<file path="src/rtl/u8cd_pkg.sv">
// constants, result word type and lead byte helpers for the utf-8 codepoint decoder
// no dependencies; imported by utf8_codepoint_decoder
package u8cd_pkg;

    localparam int unsigned CP_W    = 21;
    localparam int unsigned BYTE_W  = 8;
    localparam int unsigned TDATA_W = 24;

    // lead byte patterns
    localparam logic [7:0] MASK_1B = 8'h80;
    localparam logic [7:0] MASK_2B = 8'hE0;
    localparam logic [7:0] LEAD_2B = 8'hC0;
    localparam logic [7:0] MASK_3B = 8'hF0;
    localparam logic [7:0] LEAD_3B = 8'hE0;
    localparam logic [7:0] MASK_4B = 8'hF8;
    localparam logic [7:0] LEAD_4B = 8'hF0;

    // sequence lengths, zero for a byte that cannot lead
    localparam logic [2:0] LEN_NONE = 3'd0;
    localparam logic [2:0] LEN_1    = 3'd1;
    localparam logic [2:0] LEN_2    = 3'd2;
    localparam logic [2:0] LEN_3    = 3'd3;
    localparam logic [2:0] LEN_4    = 3'd4;

    // one queued entry: one or two results caused by a single input word
    typedef struct packed {
        logic [CP_W-1:0] cp0;
        logic [CP_W-1:0] cp1;
        logic            two;
        logic            has;
        logic            eos;
    } t_res_entry;

    // sequence length set by a lead byte
    function automatic logic [2:0] seq_len(input logic [7:0] b);
        logic [2:0] len;
        if ((b & MASK_1B) == 8'h00)        len = LEN_1;
        else if ((b & MASK_2B) == LEAD_2B) len = LEN_2;
        else if ((b & MASK_3B) == LEAD_3B) len = LEN_3;
        else if ((b & MASK_4B) == LEAD_4B) len = LEN_4;
        else                               len = LEN_NONE;
        return len;
    endfunction

    // join payload bits of a sequence of n bytes, continuation bits unchecked
    function automatic logic [CP_W-1:0] join_seq(
        input logic [7:0] b0,
        input logic [7:0] b1,
        input logic [7:0] b2,
        input logic [7:0] b3,
        input logic [2:0] n
    );
        logic [CP_W-1:0] v;
        unique case (n)
            LEN_1:   v = {13'd0, b0};
            LEN_2:   v = {10'd0, b0[4:0], b1[5:0]};
            LEN_3:   v = {5'd0, b0[3:0], b1[5:0], b2[5:0]};
            LEN_4:   v = {b0[2:0], b1[5:0], b2[5:0], b3[5:0]};
            default: v = '0;
        endcase
        return v;
    endfunction

endpackage

</file>
<file path="src/rtl/utf8_codepoint_decoder.sv">
// utf-8 codepoint decoder top level: byte stream in, codepoint stream out
// depends on u8cd_pkg
//
// Usage
//   slave channel: one string byte per word in s_axis_tdata[7:0], s_axis_tlast on the
//   final byte of a string. master channel: codepoint in m_axis_tdata[20:0],
//   m_axis_tuser = has codepoint (0 for a bare end marker), m_axis_tlast on the final
//   result caused by the last byte of a string.
//   Decode is done in the accept cycle from the held bytes and the new byte; the
//   results are registered into a two-entry result queue that drives the master
//   port. Throughput is one byte per cycle while the queue has room; a truncated
//   tail that yields two codepoints is sent as two words from the single result
//   port. Bytes that complete nothing produce no word.
//   When the receiver stalls the queue fills and s_axis_tready drops once both
//   entries are occupied; no word is lost or repeated.
//   Reset (synchronous, active low) empties the queue and drops any partial sequence.
module utf8_codepoint_decoder (
    input  logic                         i_clk,
    input  logic                         i_rst_n,
    // slave side
    input  logic                         s_axis_tvalid,
    output logic                         s_axis_tready,
    input  logic [7:0]                   s_axis_tdata,   // [7:0] data_byte
    input  logic                         s_axis_tlast,   // last_byte
    // master side
    output logic                         m_axis_tvalid,
    input  logic                         m_axis_tready,
    output logic [u8cd_pkg::TDATA_W-1:0] m_axis_tdata,   // [20:0] codepoint, zero pad
    output logic [0:0]                   m_axis_tuser,   // [0] has_codepoint
    output logic                         m_axis_tlast    // end_of_string
);
    import u8cd_pkg::*;

    // held partial sequence
    logic [7:0] r_h0, r_h1, r_h2;
    logic [7:0] n_h0, n_h1, n_h2;
    logic [1:0] r_hc, n_hc;

    // result queue
    t_res_entry r_fifo [2];
    logic       r_wptr, r_rptr, r_sub;
    logic [1:0] r_cnt;

    logic       in_acc, out_take, do_pop;
    logic       push;
    t_res_entry push_ent;
    t_res_entry head;

    // decode signals
    logic [7:0]      buf0, buf1, buf2, buf3;
    logic [2:0]      need, tail_len;
    logic            full;
    logic [CP_W-1:0] cp_full, cp_a, cp_b;
    logic            v_a, v_b, b_ascii;

    assign s_axis_tready = (r_cnt != 2'd2);
    assign in_acc        = s_axis_tvalid && s_axis_tready;

    // line up held bytes and the new byte as one sequence
    always_comb begin
        buf0 = (r_hc == 2'd0) ? s_axis_tdata : r_h0;
        buf1 = (r_hc == 2'd1) ? s_axis_tdata : r_h1;
        buf2 = (r_hc == 2'd2) ? s_axis_tdata : r_h2;
        buf3 = s_axis_tdata;
        need    = seq_len(buf0);
        full    = (need != LEN_NONE) && (need == ({1'b0, r_hc} + 3'd1));
        cp_full = join_seq(buf0, buf1, buf2, buf3, need);
    end

    // truncated tail at string end: lead dropped, rest decoded again
    always_comb begin
        b_ascii  = (s_axis_tdata[7] == 1'b0) && (s_axis_tdata != 8'h00);
        tail_len = seq_len(r_h1);
        cp_a     = '0;
        v_a      = 1'b0;
        cp_b     = {13'd0, s_axis_tdata};
        v_b      = 1'b0;
        if (r_hc == 2'd1) begin
            v_b = b_ascii;
        end else if (r_hc == 2'd2) begin
            if (tail_len == LEN_2) begin
                cp_a = join_seq(r_h1, s_axis_tdata, 8'h00, 8'h00, LEN_2);
                v_a  = (cp_a != '0);
            end else begin
                cp_a = {13'd0, r_h1};
                v_a  = (tail_len == LEN_1) && (r_h1 != 8'h00);
                v_b  = b_ascii;
            end
        end
    end

    // next held state and the entry to queue
    always_comb begin
        n_h0     = r_h0;
        n_h1     = r_h1;
        n_h2     = r_h2;
        n_hc     = r_hc;
        push     = 1'b0;
        push_ent = '{cp0: '0, cp1: '0, two: 1'b0, has: 1'b0, eos: 1'b0};
        if (s_axis_tlast) begin
            n_hc = 2'd0;
            push = 1'b1;
            push_ent.eos = 1'b1;
            if (full) begin
                push_ent.cp0 = cp_full;
                push_ent.has = (cp_full != '0);
            end else if (v_a && v_b) begin
                push_ent.cp0 = cp_a;
                push_ent.cp1 = cp_b;
                push_ent.two = 1'b1;
                push_ent.has = 1'b1;
            end else if (v_a) begin
                push_ent.cp0 = cp_a;
                push_ent.has = 1'b1;
            end else if (v_b) begin
                push_ent.cp0 = cp_b;
                push_ent.has = 1'b1;
            end
        end else if (full) begin
            n_hc         = 2'd0;
            push         = (cp_full != '0);
            push_ent.cp0 = cp_full;
            push_ent.has = 1'b1;
        end else if (need == LEN_NONE) begin
            n_hc = 2'd0;
        end else begin
            // store the byte behind the ones already held
            unique case (r_hc)
                2'd0:    n_h0 = s_axis_tdata;
                2'd1:    n_h1 = s_axis_tdata;
                default: n_h2 = s_axis_tdata;
            endcase
            n_hc = r_hc + 2'd1;
        end
    end

    // held state registers
    always_ff @(posedge i_clk) begin
        if (!i_rst_n) begin
            r_hc <= 2'd0;
        end else if (in_acc) begin
            r_hc <= n_hc;
        end
    end

    always_ff @(posedge i_clk) begin
        if (in_acc) begin
            r_h0 <= n_h0;
            r_h1 <= n_h1;
            r_h2 <= n_h2;
        end
    end

    // result queue output side
    assign head          = r_fifo[r_rptr];
    assign m_axis_tvalid = (r_cnt != 2'd0);
    assign out_take      = m_axis_tvalid && m_axis_tready;
    assign do_pop        = out_take && !(head.two && !r_sub);

    always_comb begin
        if (head.two && !r_sub) begin
            m_axis_tdata = {{(TDATA_W-CP_W){1'b0}}, head.cp0};
            m_axis_tuser = 1'b1;
            m_axis_tlast = 1'b0;
        end else begin
            m_axis_tdata = {{(TDATA_W-CP_W){1'b0}}, head.two ? head.cp1 : head.cp0};
            m_axis_tuser = head.has;
            m_axis_tlast = head.eos;
        end
    end

    // result queue pointers and count
    always_ff @(posedge i_clk) begin
        if (!i_rst_n) begin
            r_wptr <= 1'b0;
            r_rptr <= 1'b0;
            r_sub  <= 1'b0;
            r_cnt  <= 2'd0;
        end else begin
            if (in_acc && push) begin
                r_wptr <= ~r_wptr;
            end
            if (do_pop) begin
                r_rptr <= ~r_rptr;
                r_sub  <= 1'b0;
            end else if (out_take) begin
                r_sub <= 1'b1;
            end
            r_cnt <= r_cnt + {1'b0, in_acc && push} - {1'b0, do_pop};
        end
    end

    // result queue storage
    always_ff @(posedge i_clk) begin
        if (in_acc && push) begin
            r_fifo[r_wptr] <= push_ent;
        end
    end

endmodule
</file>
<file path="config.mk">
export PLATFORM = sky130hd
export DESIGN_NAME = utf8_codepoint_decoder
export DESIGN_NICKNAME = d
export VERILOG_FILES = /design/src/rtl/u8cd_pkg.sv /design/src/rtl/utf8_codepoint_decoder.sv
export SDC_FILE = /design/constraint.sdc
export NUM_CORES = 1
export LEC_CHECK = 0
export BUFFER_PORTS_ARGS = -buffer_cell sky130_fd_sc_hd__buf_2
export CORE_MARGIN = 3
export CORE_UTILIZATION = 45
export CTS_CLUSTER_DIAMETER = 30
export DETAILED_ROUTE_END_ITERATION = 16
export PLACE_DENSITY = 0.64
export SYNTH_ARGS = -nofsm -noshare
export SYNTH_HDL_FRONTEND = slang
export SYNTH_SLANG_ARGS = --single-unit
</file>
<file path="constraint.sdc">
create_clock -name i_clk -period 11.3 [get_ports i_clk]
set_clock_uncertainty 0.15 [all_clocks]
set_input_delay 2.26 -clock i_clk [delete_from_list [all_inputs] [get_ports i_clk]]
set_output_delay 2.26 -clock i_clk [all_outputs]
set_load 0.03 [all_outputs]
</file>
==> flow_metrics.env, run 1 <==
export IMPL_status="completed"
export IMPL_total_power_uw=976
export IMPL_critical_path_class="input port to flop"
export IMPL_r2r_slack_ps=7160
export IMPL_period_share=0.469
export IMPL_cp_max_fo=23
export IMPL_fp_coreArea_sq_um=10600
export IMPL_grt_overflow_total=0
export IMPL_grt_pass1_wl_microns=19000
export IMPL_crit_path_end_kind="flop"
export IMPL_cts_tree="done"
export IMPL_port_buffers=37
export IMPL_p_sw_frac=0.349
export IMPL_fp_dieW_microns=111
export IMPL_clockBufferDepth=2
export IMPL_grt_max_degree=33
export IMPL_ys_top_cells_by_area="edfxtp_1 52%, mux2i_1 7.6%, mux4_2 3.6%, nor2_1 3.3%, dfxtp_1 3.2%"
export IMPL_worstPathArrival_ps=5420
export IMPL_cts_resized=0
export IMPL_seq_area_frac_synth=0.551
export IMPL_slew_violations=0
export IMPL_cts_root_buf="clkbuf_8"
export IMPL_reg2reg_from="r_hc[0]"
export IMPL_max_slew_margin=0.237
export IMPL_setup_violations=0
export IMPL_synth_top_area_cell="edfxtp_1"
export IMPL_antenna_cells=0
export IMPL_hold_path_depth=2
export IMPL_grt_pass1_vias=3368
export IMPL_power_leakage_nw=2.00
export IMPL_wirelength_microns=12000
export IMPL_seq_power_share=0.459
export IMPL_synth_most_common_cell="edfxtp_1"
export IMPL_gp_congestion=0.981
export IMPL_min_to="r_wptr"
export IMPL_num_rows=37
export IMPL_synth_top_family_by_area="simple AND/OR/NAND/NOR gates"
export IMPL_rsz0062_at_grt="false"
export IMPL_timing_hold_ws_ps=343
export IMPL_synthSimpleGateAreaFrac=0.137
export IMPL_rr_worst_depth=18
export IMPL_cts_hold_buf=0
export IMPL_fin_nets=475
export IMPL_synth_compound_area_frac=0.117
export IMPL_path_clk_slew_ps=90
export IMPL_hp_class="flop to flop"
export IMPL_hold_path_startpoint="r_wptr"
export IMPL_peakVddDrop_mv=0.0807
export IMPL_via_count=3483
export IMPL_drc=0
export IMPL_syn_to_final_growth_pct=9.27
export IMPL_synth_xor_area_frac=0.00704
export IMPL_timing_fmax_ghz=0.189
export IMPL_drt_wirelength_per_cell_microns=20.2
export IMPL_fin_tns_setup_ps=0
export IMPL_power_density_nw_per_um2=179
export IMPL_cts_buffers=9
export IMPL_tightest_slew_ps=1140
export IMPL_fin_area_sq_um=5440
export IMPL_drtIter0Drc=278
export IMPL_synth_ff_type="edfxtp_1"
export IMPL_ys_types=69
export IMPL_p_int_uw=635
export IMPL_synth_commonest_cells="86 x edfxtp_1, 44 x nor2_1, 38 x mux2i_1"
export IMPL_die_height_microns=111
export IMPL_synth_top_area_share=0.519
export IMPL_track_usage=0.198
export IMPL_ant_nets=0
export IMPL_post_drt_via_cell_ratio=5.84
export IMPL_p_sw_uw=341
export IMPL_layout_drive_gt1_share=0.176
export IMPL_synth_mux_area_frac=0.122
export IMPL_postCtsSetupRepairBufs=0
export IMPL_fin_crit_ps=5300
export IMPL_hold_viol_final=0
export IMPL_clk_latency_ps=370
export IMPL_maxCapViolations=0
export IMPL_dpl_cell_area_sq_um=5250
export IMPL_antenna_found_initial=0
export IMPL_drtPass1Iterations=5
export IMPL_ys_ff_latch=94
export IMPL_pin_count=41
export IMPL_p_clk_frac=0.226
export IMPL_synth_edf_count=86
export IMPL_synthAdderAreaFrac=0.0151
export IMPL_crit_required_ps=11420
export IMPL_startpoint_type="input port"
export IMPL_pwr_share_comb=0.316
export IMPL_r2r_end="r_cnt[1]"
export IMPL_start_util=0.472
export IMPL_synth_warnings=0
export IMPL_htreeDepth=3
export IMPL_clock_sinks=94
export IMPL_die_area_sq_um=12400
export IMPL_async_flop_share=0
export IMPL_syn_area_sq_um=4980
export IMPL_dp_hpwl_microns=8720
export IMPL_synthCells=421
export IMPL_synth_area_per_cell_sq_um=11.8
[cell type report]
type | count | area (sq um)
multi-input combinational | 282 | 2010
tap | 136 | 170
timing repair buffer | 44 | 238
fill | 926 | 5110
sequential | 94 | 2740
clock inverter | 6 | 62.6
clock buffer | 9 | 124
inverter | 25 | 96.3
[through the flow]
step                      utilization  setup slack, ps  instances
after detailed placement        0.498             5670        581
after global routing            0.515             5730        596
final                           0.515             6000        596
after floorplan                     -             5670        425
after CTS                       0.515             6060        596
after global placement          0.498             5770        581
[kinds of logic (layout without fill, tap and decap cells)]
kind of cell / count (synthesis) / count (layout)
other: 1 / 5
buffers and inverters: 49 / 84
and+or+nand+nor: 134 / 134
xor gates and xnor gates: 4 / 4
adders and majority gates: 6 / 6
muxes: 49 / 49
DFF: 94 / 94
AOI/OAI and AO/OA: 84 / 84
[placed cells by master (no fill, tap or decap), types with 7 or more instances in the layout]
| cell | synthesis | routed |
|---|---|---|
| a21oi_1 | 15 | 15 |
| inv_1 | 23 | 23 |
| nand2_1 | 25 | 25 |
| buf_4 | 4 | 7 |
| dfxtp_1 | 8 | 8 |
| buf_2 | 4 | 37 |
| nor2_1 | 44 | 42 |
| and2_1 | 15 | 15 |
| clkbuf_8 | 0 | 9 |
| nor3_1 | 9 | 9 |
| edfxtp_1 | 86 | 86 |
| mux4_2 | 8 | 8 |
| o21ai_0 | 19 | 19 |
| o22ai_1 | 9 | 9 |
| mux2i_1 | 38 | 38 |
[critical path: stages]
cell and delay (ps):
buf_2 250, mux2i_1 190, inv_1 330, a21oi_1 120, or3_1 330, a21oi_1 330
o211ai_1 150, buf_4 230, a31oi_1 210, o21ai_2 120, ha_1 280, inv_1 30
ha_1 180, xnor2_1 140, xnor2_1 120, and2_1 140
[worst max path at each step]
| stage | start | end | cells past startpoint |
|---|---|---|---|
| after floorplan | s_axis_tdata[5] | r_fifo[0][0] | 9 |
| after global placement | s_axis_tdata[4] | r_cnt[1] | 16 |
| after detailed placement | s_axis_tdata[4] | r_cnt[1] | 16 |
| after CTS | s_axis_tdata[4] | r_cnt[1] | 16 |
| after global routing | s_axis_tdata[4] | r_cnt[1] | 16 |
| final | s_axis_tdata[4] | r_cnt[1] | 16 |
[sequential cells by signal, summed over array words and instances, names as in the netlist, named ones only]
name,flops
r_h0,8
r_hc,2
r_sub,1
r_cnt,2
r_fifo,64
r_wptr,1
r_h2,6
r_h1,8
r_rptr,1
[power groups by stage]
stage,combinational [mW],sequential [mW],clock (mW)
floorplan,0.235,0.451,0
global placement,0.309,0.453,0
detailed placement,0.310,0.455,0
CTS,0.311,0.448,0.225
global route,0.336,0.451,0.239
finish,0.308,0.447,0.220
[layer usage]
layer / up-vias / global-route usage / part of all wire
li1: 1640 / - / -
met1: 1693 / 0.271 / 0.44
met2: 126 / 0.316 / 0.48
met3: 24 / 0.0333 / 0.054
met4: 0 / 0.0770 / 0.025
met5: - / 0 / 0
No activity file was read; power rests on OpenSTA's default activity.
==> run 2, diff against run 1 <==
- clock period: 11.3 -> 5.1 ns (I/O delays scaled with it)
==> run 2 against run 1 <==
Effect of this change: hold slack better by 2.3 ps; worst setup slack got worse by 5400 ps; first-iteration DRC count decreased by 27%; power rose by 120%; die area stayed put; highest routed layer unchanged.
==> flow_metrics.env, run 2 (synthesized netlist as in run 1, its figures left out) <==
export IMPL_timing_hold_ws_ps=345
export IMPL_path_clk_slew_ps=100
export IMPL_grt_pass1_wl_microns=18900
export IMPL_drtPass1Iterations=5
export IMPL_layout_drive_gt1_share=0.177
export IMPL_fin_nets=476
export IMPL_hold_path_depth=2
export IMPL_rsz0062_at_grt="false"
export IMPL_crit_required_ps=5200
export IMPL_htreeDepth=3
export IMPL_pin_count=41
export IMPL_via_count=3507
export IMPL_worstPathArrival_ps=4620
export IMPL_reg_top3="r_fifo (64), r_h0 (8), r_h1 (8)"
export IMPL_fin_tns_setup_ps=0
export IMPL_slew_violations=0
export IMPL_tightest_slew_ps=754
export IMPL_mostFrequentLayoutCell="edfxtp_1"
export IMPL_fin_area_sq_um=5430
export IMPL_clockBufferDepth=2
export IMPL_cts_buffers=9
export IMPL_peakVddDrop_mv=0.183
export IMPL_dp_hpwl_microns=8680
export IMPL_critical_path_class="flop to flop"
export IMPL_die_area_sq_um=12400
export IMPL_postCtsSetupRepairBufs=0
export IMPL_layout_common_cells="86 x edfxtp_1, 42 x nor2_1, 38 x mux2i_1"
export IMPL_num_rows=37
export IMPL_max_slew_margin=0.497
export IMPL_grt_pass1_vias=3498
export IMPL_gp_congestion=0.958
export IMPL_start_util=0.472
export IMPL_power_leakage_nw=1.99
export IMPL_timing_fmax_ghz=0.221
export IMPL_ant_nets=0
export IMPL_period_share=0.887
export IMPL_die_height_microns=111
export IMPL_hold_viol_final=0
export IMPL_rr_worst_depth=16
export IMPL_antenna_cells=0
export IMPL_drc=0
export IMPL_track_usage=0.195
export IMPL_cts_tree="done"
export IMPL_post_drt_via_cell_ratio=5.86
export IMPL_cts_resized=0
export IMPL_regMostFlops="r_fifo"
export IMPL_power_density_nw_per_um2=388
export IMPL_antenna_found_initial=0
export IMPL_fp_coreArea_sq_um=10600
export IMPL_clk_latency_ps=360
export IMPL_fp_dieW_microns=111
export IMPL_dpl_cell_area_sq_um=5260
export IMPL_setup_violations=0
export IMPL_cts_root_buf="clkbuf_8"
export IMPL_cts_hold_buf=0
export IMPL_syn_to_final_growth_pct=9.00
export IMPL_maxCapViolations=0
export IMPL_grt_overflow_total=0
export IMPL_drt_wirelength_per_cell_microns=19.6
export IMPL_wirelength_microns=11700
export IMPL_port_buffers=37
export IMPL_largest_reg_flops=64
export IMPL_drtIter0Drc=202
export IMPL_hp_class="flop to flop"
export IMPL_fin_crit_ps=4520
export IMPL_final_util=0.514
export IMPL_status="completed"
export IMPL_grt_max_degree=33
export IMPL_cp_max_fo=15
export IMPL_clock_sinks=94
export IMPL_crit_path_end_kind="flop"
export IMPL_startpoint_type="flop"
-- run 2: cell count changes in the layout (fill, tap and decap cells not counted) --
cell	before	now
clkbuf_1	0	1
buf_4	7	8
clkinvlp_4	0	1
bufinv_16	1	0
inv_6	0	1
inv_8	1	0
-- run 2: final timing paths --
check | startpoint | to | slack (ps)
worst max register to register | r_hc[0] | r_cnt[1] | 580
worst min-delay path | r_wptr | r_wptr | 350
worst min register to register | r_wptr | r_wptr | 350
worst max-delay path | r_hc[0] | r_cnt[1] | 580
-- run 2: stage by stage --
stage	setup slack [ps]	std cells	power, mW
6_report	577	598	2.10
2_1_floorplan	712	425	1.52
5_1_grt	300	598	2.22
4_1_cts	577	598	2.13
3_3_place_gp	600	582	1.69
3_5_place_dp	597	582	1.70
-- run 2: area by class of cell --
cell class,count,area (sq um)
Inverter,25,96.3
Tap cell,136,170
Clock buffer,10,128
Fill cell,968,5130
Timing Repair Buffer,45,245
Clock inverter,6,37.5
Sequential cell,94,2740
Multi-Input combinational cell,282,2010
-- run 2: per-layer routing --
metal	share of wire	global-route usage	wire length [microns]	vias up
met3	0.064	0.0409	752	25
met5	0	0	0	-
met2	0.46	0.311	5440	144
li1	-	-	-	1641
met4	0.024	0.0673	286	0
met1	0.45	0.265	5260	1697
-- run 2: critical path, cell delays in order (launching register included) --
cell and delay, ps:
dfxtp_1 340, inv_1 140, ha_1 630, buf_4 320
mux2i_2 500, a21oi_1 200, and2_1 280, a221oi_1 430
and3_1 240, a31oi_1 90, o21ai_2 240, ha_1 280
inv_1 60, ha_1 150, xnor2_1 130, xnor2_1 80
and2_1 150
-- run 2: where the power goes --
part	leakage, nW	internal [mW]	switching, mW
clock	0.0817	0.176	0.253
combinational	1.04	0.229	0.456
sequential	0.869	0.954	0.0361
